<file path="config.mk">
export PLATFORM = sky130hd
export DESIGN_NAME = fixed_slot_pool_allocator
export DESIGN_NICKNAME = d
export VERILOG_FILES = /design/src/rtl/fspa_pkg.sv /design/src/rtl/fspa_ram.sv /design/src/rtl/fixed_slot_pool_allocator.sv
export SDC_FILE = /design/constraint.sdc
export NUM_CORES = 2
export LEC_CHECK = 0
export BUFFER_PORTS_ARGS = -buffer_cell sky130_fd_sc_hd__buf_2
export CORE_ASPECT_RATIO = 1.1
export CORE_MARGIN = 3
export CORE_UTILIZATION = 45
export CTS_CLUSTER_SIZE = 10
export DETAILED_ROUTE_END_ITERATION = 8
export PLACE_DENSITY = 0.66
export RECOVER_POWER = 50
export SETUP_SLACK_MARGIN = 0.2
export SKIP_CTS_REPAIR_TIMING = 1
export SLEW_MARGIN = 20
export SYNTH_ARGS = -nofsm -noshare
export SYNTH_HDL_FRONTEND = slang
export SYNTH_SLANG_ARGS = --single-unit
</file>
<file path="constraint.sdc">
create_clock -name clk -period 10.8 [get_ports clk]
set_input_delay 2.16 -clock clk [delete_from_list [all_inputs] [get_ports clk]]
set_output_delay 2.16 -clock clk [all_outputs]
set_load 0.05 [all_outputs]
</file>
<file path="src/rtl/fspa_pkg.sv">
package fspa_pkg;

  // Default number of slots held in the pool memories.
  localparam int SLOTS_DEF = 256;

  // Register reset values.
  localparam int UNIT_COUNT_RST = 256;
  localparam int UNIT_SIZE_RST  = 1;

  localparam int UNIT_COUNT_W = 9;
  localparam int UNIT_SIZE_W  = 12;

  // Configuration port.
  localparam int CFG_IDX_W  = 1;
  localparam int CFG_DATA_W = 12;
  localparam logic [CFG_IDX_W-1:0] CFG_UNIT_COUNT = 1'b0;
  localparam logic [CFG_IDX_W-1:0] CFG_UNIT_SIZE  = 1'b1;

  // Operation codes.
  localparam logic [1:0] OP_ALLOC  = 2'd0;
  localparam logic [1:0] OP_FREE   = 2'd1;
  localparam logic [1:0] OP_REINIT = 2'd2;

  // Status codes.
  localparam logic [1:0] STAT_OK       = 2'd0;
  localparam logic [1:0] STAT_EMPTY    = 2'd1;
  localparam logic [1:0] STAT_RANGE    = 2'd2;
  localparam logic [1:0] STAT_NOT_USED = 2'd3;

  typedef struct packed {
    logic [1:0] op;
    logic [7:0] freed_slot;
  } in_word_t;

  typedef struct packed {
    logic [1:0]  status;
    logic [7:0]  given_slot;
    logic [20:0] data_offset;
    logic [8:0]  free_left;
  } out_word_t;

endpackage

</file>
<file path="src/rtl/fspa_ram.sv">
module fspa_ram #(
  parameter int WIDTH = 8,
  parameter int DEPTH = 256
) (
  input  logic                                    clk,
  input  logic                                    we,
  input  logic [((DEPTH > 1) ? $clog2(DEPTH) : 1)-1:0] waddr,
  input  logic [WIDTH-1:0]                        wdata,
  input  logic                                    re,
  input  logic [((DEPTH > 1) ? $clog2(DEPTH) : 1)-1:0] raddr,
  output logic [WIDTH-1:0]                        rdata
);

  logic [WIDTH-1:0] mem [DEPTH];

  always_ff @(posedge clk) begin
    if (we) begin
      mem[waddr] <= wdata;
    end
    if (re) begin
      rdata <= mem[raddr];
    end
  end

endmodule

</file>
<file path="src/rtl/fixed_slot_pool_allocator.sv">
// Fixed-size slot pool. Each input word asks to allocate a slot, free a slot
// or rebuild the pool, and yields exactly one result word holding a status,
// the slot handed out, the byte offset of its data (slot*(1+unit_size)+1)
// and the number of free slots left. The free-slot stack and the in-use bits
// live in two single-port-read memories with a registered read; the
// stack top is a register. For an allocate, free or unused code the
// memories are read in the cycle the word is accepted, and the result is
// settled and any write-back done in the execute state once the output
// register is free. A reinitialise sweeps both memories one entry a cycle.
// After reset the same sweep runs with in_stall high before the first word
// is taken; configuration writes are accepted throughout. A finished result
// sits in the output register while the next word is accepted, so a stalled
// output side costs nothing until a second result is ready.
module fixed_slot_pool_allocator #(
  parameter int SLOTS = fspa_pkg::SLOTS_DEF
) (
  input  logic                                clk,
  input  logic                                rst_n,
  input  logic                                in_valid,
  output logic                                in_stall,
  input  fspa_pkg::in_word_t                  in_word,
  output logic                                out_valid,
  input  logic                                out_stall,
  output fspa_pkg::out_word_t                 out_word,
  input  logic                                cfg_we,
  input  logic [fspa_pkg::CFG_IDX_W-1:0]      cfg_index,
  input  logic [fspa_pkg::CFG_DATA_W-1:0]     cfg_data
);

  import fspa_pkg::*;

  localparam int SLOT_W  = (SLOTS > 1) ? $clog2(SLOTS) : 1;
  localparam int CNT_W   = $clog2(SLOTS + 1);
  localparam int CMP_W   = (CNT_W > UNIT_COUNT_W) ? CNT_W : UNIT_COUNT_W;
  localparam int RST_TOP = (UNIT_COUNT_RST > SLOTS) ? SLOTS : UNIT_COUNT_RST;

  typedef enum logic [2:0] {
    S_IDLE  = 3'b001,
    S_SWEEP = 3'b010,
    S_EXEC  = 3'b100
  } state_t;

  state_t                  state_r, state_nxt;
  logic [UNIT_COUNT_W-1:0] unit_count_r;
  logic [UNIT_SIZE_W-1:0]  unit_size_r;
  logic [CNT_W-1:0]        free_top_r, free_top_nxt;
  logic [SLOT_W-1:0]       sweep_cnt_r, sweep_cnt_nxt;
  logic                    sweep_rst_r, sweep_rst_nxt;
  logic [1:0]              op_r;
  logic [7:0]              slot_r;
  logic                    out_valid_r, out_valid_nxt;
  out_word_t               out_word_r;

  logic              accept;
  logic              commit;
  logic [CNT_W-1:0]  top_dec;
  logic [CMP_W-1:0]  active_c;
  logic [CMP_W-1:0]  ucnt_ext;
  logic [CMP_W-1:0]  slots_ext;
  logic [12:0]       mul_b;
  logic [7:0]        given_c;
  logic [20:0]       offset_c;
  out_word_t         res_word;

  logic              stk_we;
  logic [SLOT_W-1:0] stk_waddr;
  logic [SLOT_W-1:0] stk_wdata;
  logic [SLOT_W-1:0] stk_raddr;
  logic [SLOT_W-1:0] stk_rdata;
  logic              use_we;
  logic [SLOT_W-1:0] use_waddr;
  logic [0:0]        use_wdata;
  logic [SLOT_W-1:0] use_raddr;
  logic [0:0]        use_rdata;

  // Words are taken only when the sequencer is idle; both memories are read
  // speculatively at that edge, the stack at the current top and the in-use
  // bit at the slot named for release.
  assign accept    = in_valid && (state_r == S_IDLE);
  assign in_stall  = (state_r != S_IDLE);
  assign top_dec   = free_top_r - CNT_W'(1);
  assign stk_raddr = top_dec[SLOT_W-1:0];
  assign use_raddr = SLOT_W'(in_word.freed_slot);

  // The result leaves the execute state once the output register is free.
  assign commit = (state_r == S_EXEC) && (!out_valid_r || !out_stall);

  // Slots in service: unit_count clipped to the size of the memories.
  assign ucnt_ext  = CMP_W'(unit_count_r);
  assign slots_ext = CMP_W'(SLOTS);
  assign active_c  = (ucnt_ext > slots_ext) ? slots_ext : ucnt_ext;

  // Data offset of the popped slot; one header byte precedes each slot.
  assign given_c  = 8'(stk_rdata);
  assign mul_b    = 13'(unit_size_r) + 13'd1;
  assign offset_c = 21'({13'd0, given_c} * {8'd0, mul_b}) + 21'd1;

  always_comb begin
    state_nxt     = state_r;
    free_top_nxt  = free_top_r;
    sweep_cnt_nxt = sweep_cnt_r;
    sweep_rst_nxt = sweep_rst_r;
    out_valid_nxt = out_valid_r && out_stall;

    stk_we    = 1'b0;
    stk_waddr = free_top_r[SLOT_W-1:0];
    stk_wdata = SLOT_W'(slot_r);
    use_we    = 1'b0;
    use_waddr = SLOT_W'(slot_r);
    use_wdata = 1'b0;

    res_word             = '0;
    res_word.status      = STAT_OK;

    unique case (state_r)
      S_IDLE: begin
        if (accept) begin
          if (in_word.op == OP_REINIT) begin
            state_nxt     = S_SWEEP;
            sweep_cnt_nxt = '0;
            sweep_rst_nxt = 1'b0;
          end else begin
            state_nxt = S_EXEC;
          end
        end
      end
      S_SWEEP: begin
        // Entry i of the stack gets slot i and every slot is marked free.
        stk_we    = 1'b1;
        stk_waddr = sweep_cnt_r;
        stk_wdata = sweep_cnt_r;
        use_we    = 1'b1;
        use_waddr = sweep_cnt_r;
        use_wdata = 1'b0;
        sweep_cnt_nxt = sweep_cnt_r + SLOT_W'(1);
        if (sweep_cnt_r == SLOT_W'(SLOTS - 1)) begin
          sweep_cnt_nxt = '0;
          sweep_rst_nxt = 1'b0;
          if (sweep_rst_r) begin
            state_nxt = S_IDLE;
          end else begin
            free_top_nxt = CNT_W'(active_c);
            state_nxt    = S_EXEC;
          end
        end
      end
      S_EXEC: begin
        if (commit) begin
          case (op_r)
            OP_ALLOC: begin
              if (free_top_r == '0) begin
                res_word.status = STAT_EMPTY;
              end else begin
                use_we                = 1'b1;
                use_waddr             = stk_rdata;
                use_wdata             = 1'b1;
                free_top_nxt          = top_dec;
                res_word.given_slot   = given_c;
                res_word.data_offset  = offset_c;
              end
            end
            OP_FREE: begin
              if (CMP_W'(slot_r) >= active_c) begin
                res_word.status = STAT_RANGE;
              end else if (!use_rdata[0]) begin
                res_word.status = STAT_NOT_USED;
              end else begin
                use_we    = 1'b1;
                use_wdata = 1'b0;
                if (free_top_r < CNT_W'(SLOTS)) begin
                  stk_we       = 1'b1;
                  free_top_nxt = free_top_r + CNT_W'(1);
                end
              end
            end
            default: begin
              // Reinitialise (already swept) and the unused code report ok.
              res_word.status = STAT_OK;
            end
          endcase
          res_word.free_left = 9'(free_top_nxt);
          out_valid_nxt      = 1'b1;
          state_nxt          = S_IDLE;
        end
      end
      default: begin
        state_nxt = S_IDLE;
      end
    endcase
  end

  always_ff @(posedge clk) begin
    if (!rst_n) begin
      state_r     <= S_SWEEP;
      free_top_r  <= CNT_W'(RST_TOP);
      sweep_cnt_r <= '0;
      sweep_rst_r <= 1'b1;
      out_valid_r <= 1'b0;
    end else begin
      state_r     <= state_nxt;
      free_top_r  <= free_top_nxt;
      sweep_cnt_r <= sweep_cnt_nxt;
      sweep_rst_r <= sweep_rst_nxt;
      out_valid_r <= out_valid_nxt;
    end
  end

  always_ff @(posedge clk) begin
    if (!rst_n) begin
      unit_count_r <= UNIT_COUNT_W'(UNIT_COUNT_RST);
      unit_size_r  <= UNIT_SIZE_W'(UNIT_SIZE_RST);
    end else if (cfg_we) begin
      unique case (cfg_index)
        CFG_UNIT_COUNT: unit_count_r <= cfg_data[UNIT_COUNT_W-1:0];
        CFG_UNIT_SIZE:  unit_size_r  <= cfg_data[UNIT_SIZE_W-1:0];
        default:        unit_size_r  <= unit_size_r;
      endcase
    end
  end

  always_ff @(posedge clk) begin
    if (accept) begin
      op_r   <= in_word.op;
      slot_r <= in_word.freed_slot;
    end
    if (commit) begin
      out_word_r <= res_word;
    end
  end

  assign out_valid = out_valid_r;
  assign out_word  = out_word_r;

  fspa_ram #(
    .WIDTH (SLOT_W),
    .DEPTH (SLOTS)
  ) u_stack_ram (
    .clk   (clk),
    .we    (stk_we),
    .waddr (stk_waddr),
    .wdata (stk_wdata),
    .re    (accept),
    .raddr (stk_raddr),
    .rdata (stk_rdata)
  );

  fspa_ram #(
    .WIDTH (1),
    .DEPTH (SLOTS)
  ) u_use_ram (
    .clk   (clk),
    .we    (use_we),
    .waddr (use_waddr),
    .wdata (use_wdata),
    .re    (accept),
    .raddr (use_raddr),
    .rdata (use_rdata)
  );

endmodule

</file>
==> results.sh <==
export IMPL_status="complete, but fails checks"
export IMPL_failed_checks="max-capacitance violations, max-slew violations"
export IMPL_setup_viol_count_final=0
export IMPL_yosys_most_used_dff="sky130_fd_sc_hd__edfxtp_1"
export IMPL_die_w_um=452.1
export IMPL_drt_total_wl_um=238500
export IMPL_drcViolationCount=0
export IMPL_finalNonFillerCells=8006
export IMPL_yosys_register_bits=2406
export IMPL_leakage_nw=34.11
export IMPL_number_of_antenna_violations_at_the_first_check_in_global_routing=6
export IMPL_critPathKind="reg2reg"
export IMPL_mean_syn_cell_area_um2=20.05
export IMPL_start_util=0.4540
export IMPL_fraction_of_final_layout_cells_with_drive_strength_greater_than_1=0.2284
export IMPL_yosys_area_top_type_share=0.7202
export IMPL_clock_slew_seen_by_the_registers_of_the_worst_setup_and_hold_paths_ns=0.06
export IMPL_vias=48890
export IMPL_final_antenna_net_count=0
export IMPL_wire_length_of_the_first_global_routing_pass_um=350900
export IMPL_core_area_um2=217000
export IMPL_netlist_top_cells_area="sky130_fd_sc_hd__edfxtp_1 (72%), sky130_fd_sc_hd__mux4_2 (17%), sky130_fd_sc_hd__nor2_1 (2.2%)"
export IMPL_gp_routability_congestion=0.8402
export IMPL_grt_busiest_layer="met2"
export IMPL_drt_pass1_iter_count=5
export IMPL_seq_area_frac_synth=0.7289
export IMPL_syn_cell_area_um2=98530
export IMPL_postSynthCellCount=4915
export IMPL_floorplan_io_pins=70
export IMPL_grt_use_met1=0.2975
export IMPL_area_of_the_die_um2=224600
export IMPL_layout_common_cells="sky130_fd_sc_hd__edfxtp_1 (2363), sky130_fd_sc_hd__mux4_2 (722), sky130_fd_sc_hd__nor2_1 (571)"
export IMPL_holdWs_ns=0.4694
export IMPL_achievable_frequency_mhz=124.0
export IMPL_final_period_utilization=0.7464
export IMPL_tritoncts="built"
export IMPL_netlist_top_cell_by_area="sky130_fd_sc_hd__edfxtp_1"
export IMPL_grt_max_degree=175
export IMPL_setup_tns_final_ns=0
export IMPL_avgViaCountPerCell=6.106
export IMPL_signal_arrival_time_at_the_worst_endpoint_ns=8.69
export IMPL_cts_num_sinks=2406
export IMPL_cts_root_buffer_cell="sky130_fd_sc_hd__clkbuf_16"
export IMPL_wire_per_inst_um=29.79
export IMPL_track_usage=0.2127
export IMPL_synth_enable_flop_cells=2363
export IMPL_rsz0062_at_grt="no"
export IMPL_timing_max_slew_rel_slack=-1.968
export IMPL_via_count_of_the_first_global_routing_pass=49880
export IMPL_setup_clock_skew_after_layout_ns=0.05896
export IMPL_critPathRequiredTime_ns=11.42
export IMPL_mappedNetlistNets=5064
export IMPL_detailed_place_hpwl_um=140200
export IMPL_cts_made_buffers=292
export IMPL_clkLatencyLatePin_ns=0.91
export IMPL_worstSetupEndpointType="register"
export IMPL_worst_slew_pin_transition_ns=4.452
export IMPL_fin_crit_ns=8.062
export IMPL_slew_violations=1839
export IMPL_total_of_max_cap_violations=26
export IMPL_cellPowerDensity_nw_per_um2=216.8
export IMPL_gr_usage_met3=0.04043
export IMPL_synthDistinctLibCells=73
export IMPL_chipHeight_um=496.8
export IMPL_yosys_warnings=0
export IMPL_ctsLongestPathBuffers=4
export IMPL_dp_cells=7671
export IMPL_drt_iter0_drc=5523
export IMPL_timing_final_hold_violations=0
export IMPL_ir_worst_vdd_mv=0.2231
export IMPL_setup_worst_path_start_class="register"
export IMPL_area_growth_syn_to_layout_pct=11.22
export IMPL_grt_util_met2=0.3434
export IMPL_most_common_library_cell_in_the_layout_ignoring_fill_and_taps="sky130_fd_sc_hd__edfxtp_1"
export IMPL_asyncSetResetFlopFracSynth=0
export IMPL_nets=5218
export IMPL_fp_row_count=179
export IMPL_hp_class="reg2reg"
export IMPL_gr_total_overflow=0
export IMPL_clock_tree_htree_level_count=5
export IMPL_critical_path_peak_fanout=133
export IMPL_io_buffers=69
export IMPL_final_util=0.5049
## layout make-up
| type | instances | area [um^2] |
|---|---|---|
| multi-input combinational | 2141 | 25220 |
| clock inverter | 8 | 102.6 |
| fill | 17010 | 107400 |
| inverter | 83 | 311.5 |
| tap | 2896 | 3623 |
| sequential | 2406 | 71820 |
| clock buffer | 326 | 7604 |
| antenna | 1 | 2.502 |
| timing repair buffer | 145 | 894.6 |
## kinds of logic (layout without fill, tap and decap cells)
| logic type | after synthesis | count (layout) | synth area share |
|---|---|---|---|
| other cells | 0 | 1 | 0 |
| simple gates | 984 | 984 | 0.04347 |
| xor+xnor | 37 | 37 | 0.003289 |
| fa+ha+maj | 121 | 121 | 0.02039 |
| compound gates | 275 | 275 | 0.02271 |
| mux | 724 | 724 | 0.1653 |
| flops | 2406 | 2406 | 0.7289 |
| buf+inv | 368 | 562 | 0.01595 |
## per-stage QoR
stage          instance area (um^2)  total power, mW  worst slack [ns]
5_1_grt                      109600            24.48             2.134
4_1_cts                      109800            23.80             4.264
6_report                     109600            23.75             2.738
3_5_place_dp                 102100            15.51             4.317
3_3_place_gp                 102100            15.40             4.303
2_1_floorplan                 98530            13.91             5.209
## path summary, 6_finish.rpt
path | start | to | slack [ns] | depth (start not counted)
worst max-delay path | free_top_r[0]$_SDFFE_PN0P_ | u_stack_ram.rdata[5]$_DFFE_PP_ | 2.74 | 10
worst min-delay path | sweep_rst_r$_SDFFE_PN1P_ | sweep_rst_r$_SDFFE_PN1P_ | 0.47 | 2
worst max register to register | free_top_r[0]$_SDFFE_PN0P_ | u_stack_ram.rdata[5]$_DFFE_PP_ | 2.74 | 10
worst min register to register | sweep_rst_r$_SDFFE_PN1P_ | sweep_rst_r$_SDFFE_PN1P_ | 0.47 | 2
## worst max-delay path, cell delays in order (launching register included)
cell and delay (ns):
sky130_fd_sc_hd__dfxtp_1 2.35, sky130_fd_sc_hd__inv_1 0.43, sky130_fd_sc_hd__ha_1 1.38, sky130_fd_sc_hd__buf_4 0.69, sky130_fd_sc_hd__buf_12 0.64, sky130_fd_sc_hd__mux4_2 0.44
sky130_fd_sc_hd__mux4_2 0.50, sky130_fd_sc_hd__a22oi_1 0.32, sky130_fd_sc_hd__nand2_1 0.26, sky130_fd_sc_hd__a22oi_1 0.37, sky130_fd_sc_hd__o221ai_1 0.20
## Yosys cell counts (all sizes together), types with 3 or more instances
cell     instances
a21boi          22
a21o            21
a21oi           30
a221o            8
a221oi          18
a22o            16
a22oi           48
a31oi            6
and2            39
and3            30
buf            109
clkbuf         176
dfxtp           43
edfxtp        2363
fa              66
ha              55
inv             83
mux4           722
nand2          179
nand2b          29
nand3           22
nand3b          10
nor2           580
nor2b           63
nor3            14
nor3b            5
o2111ai          3
o211ai           6
o21a             3
o21ai           35
o21bai          21
o221a            6
o221ai           8
o31ai            7
or3              3
xnor2           20
xor2            17
## per-layer routing
layer	share of wire	vias to the layer above
li1	-	20040
met1	0.40	26110
met2	0.49	2310
met3	0.081	419
met4	0.028	2
met5	0.000055	-
## power breakdown
group | switching (mW) | internal [mW]
combinational | 2.91 | 0.823
sequential | 0.0511 | 11.6
clock | 3.41 | 4.94
## sequential cells by signal (all words and copies together) (netlist names), 2 cells and up
| name | count |
|---|---|
| u_use_ram.mem | 256 |
| u_stack_ram.mem | 2048 |
| state_r | 3 |
| u_stack_ram.rdata | 8 |
| sweep_cnt_r | 8 |
| ucnt_ext | 9 |
| op_r | 2 |
| slot_r | 8 |
| free_top_r | 9 |
| unit_size_r | 12 |
| out_word | 40 |
(Power assumes the default switching activity.)
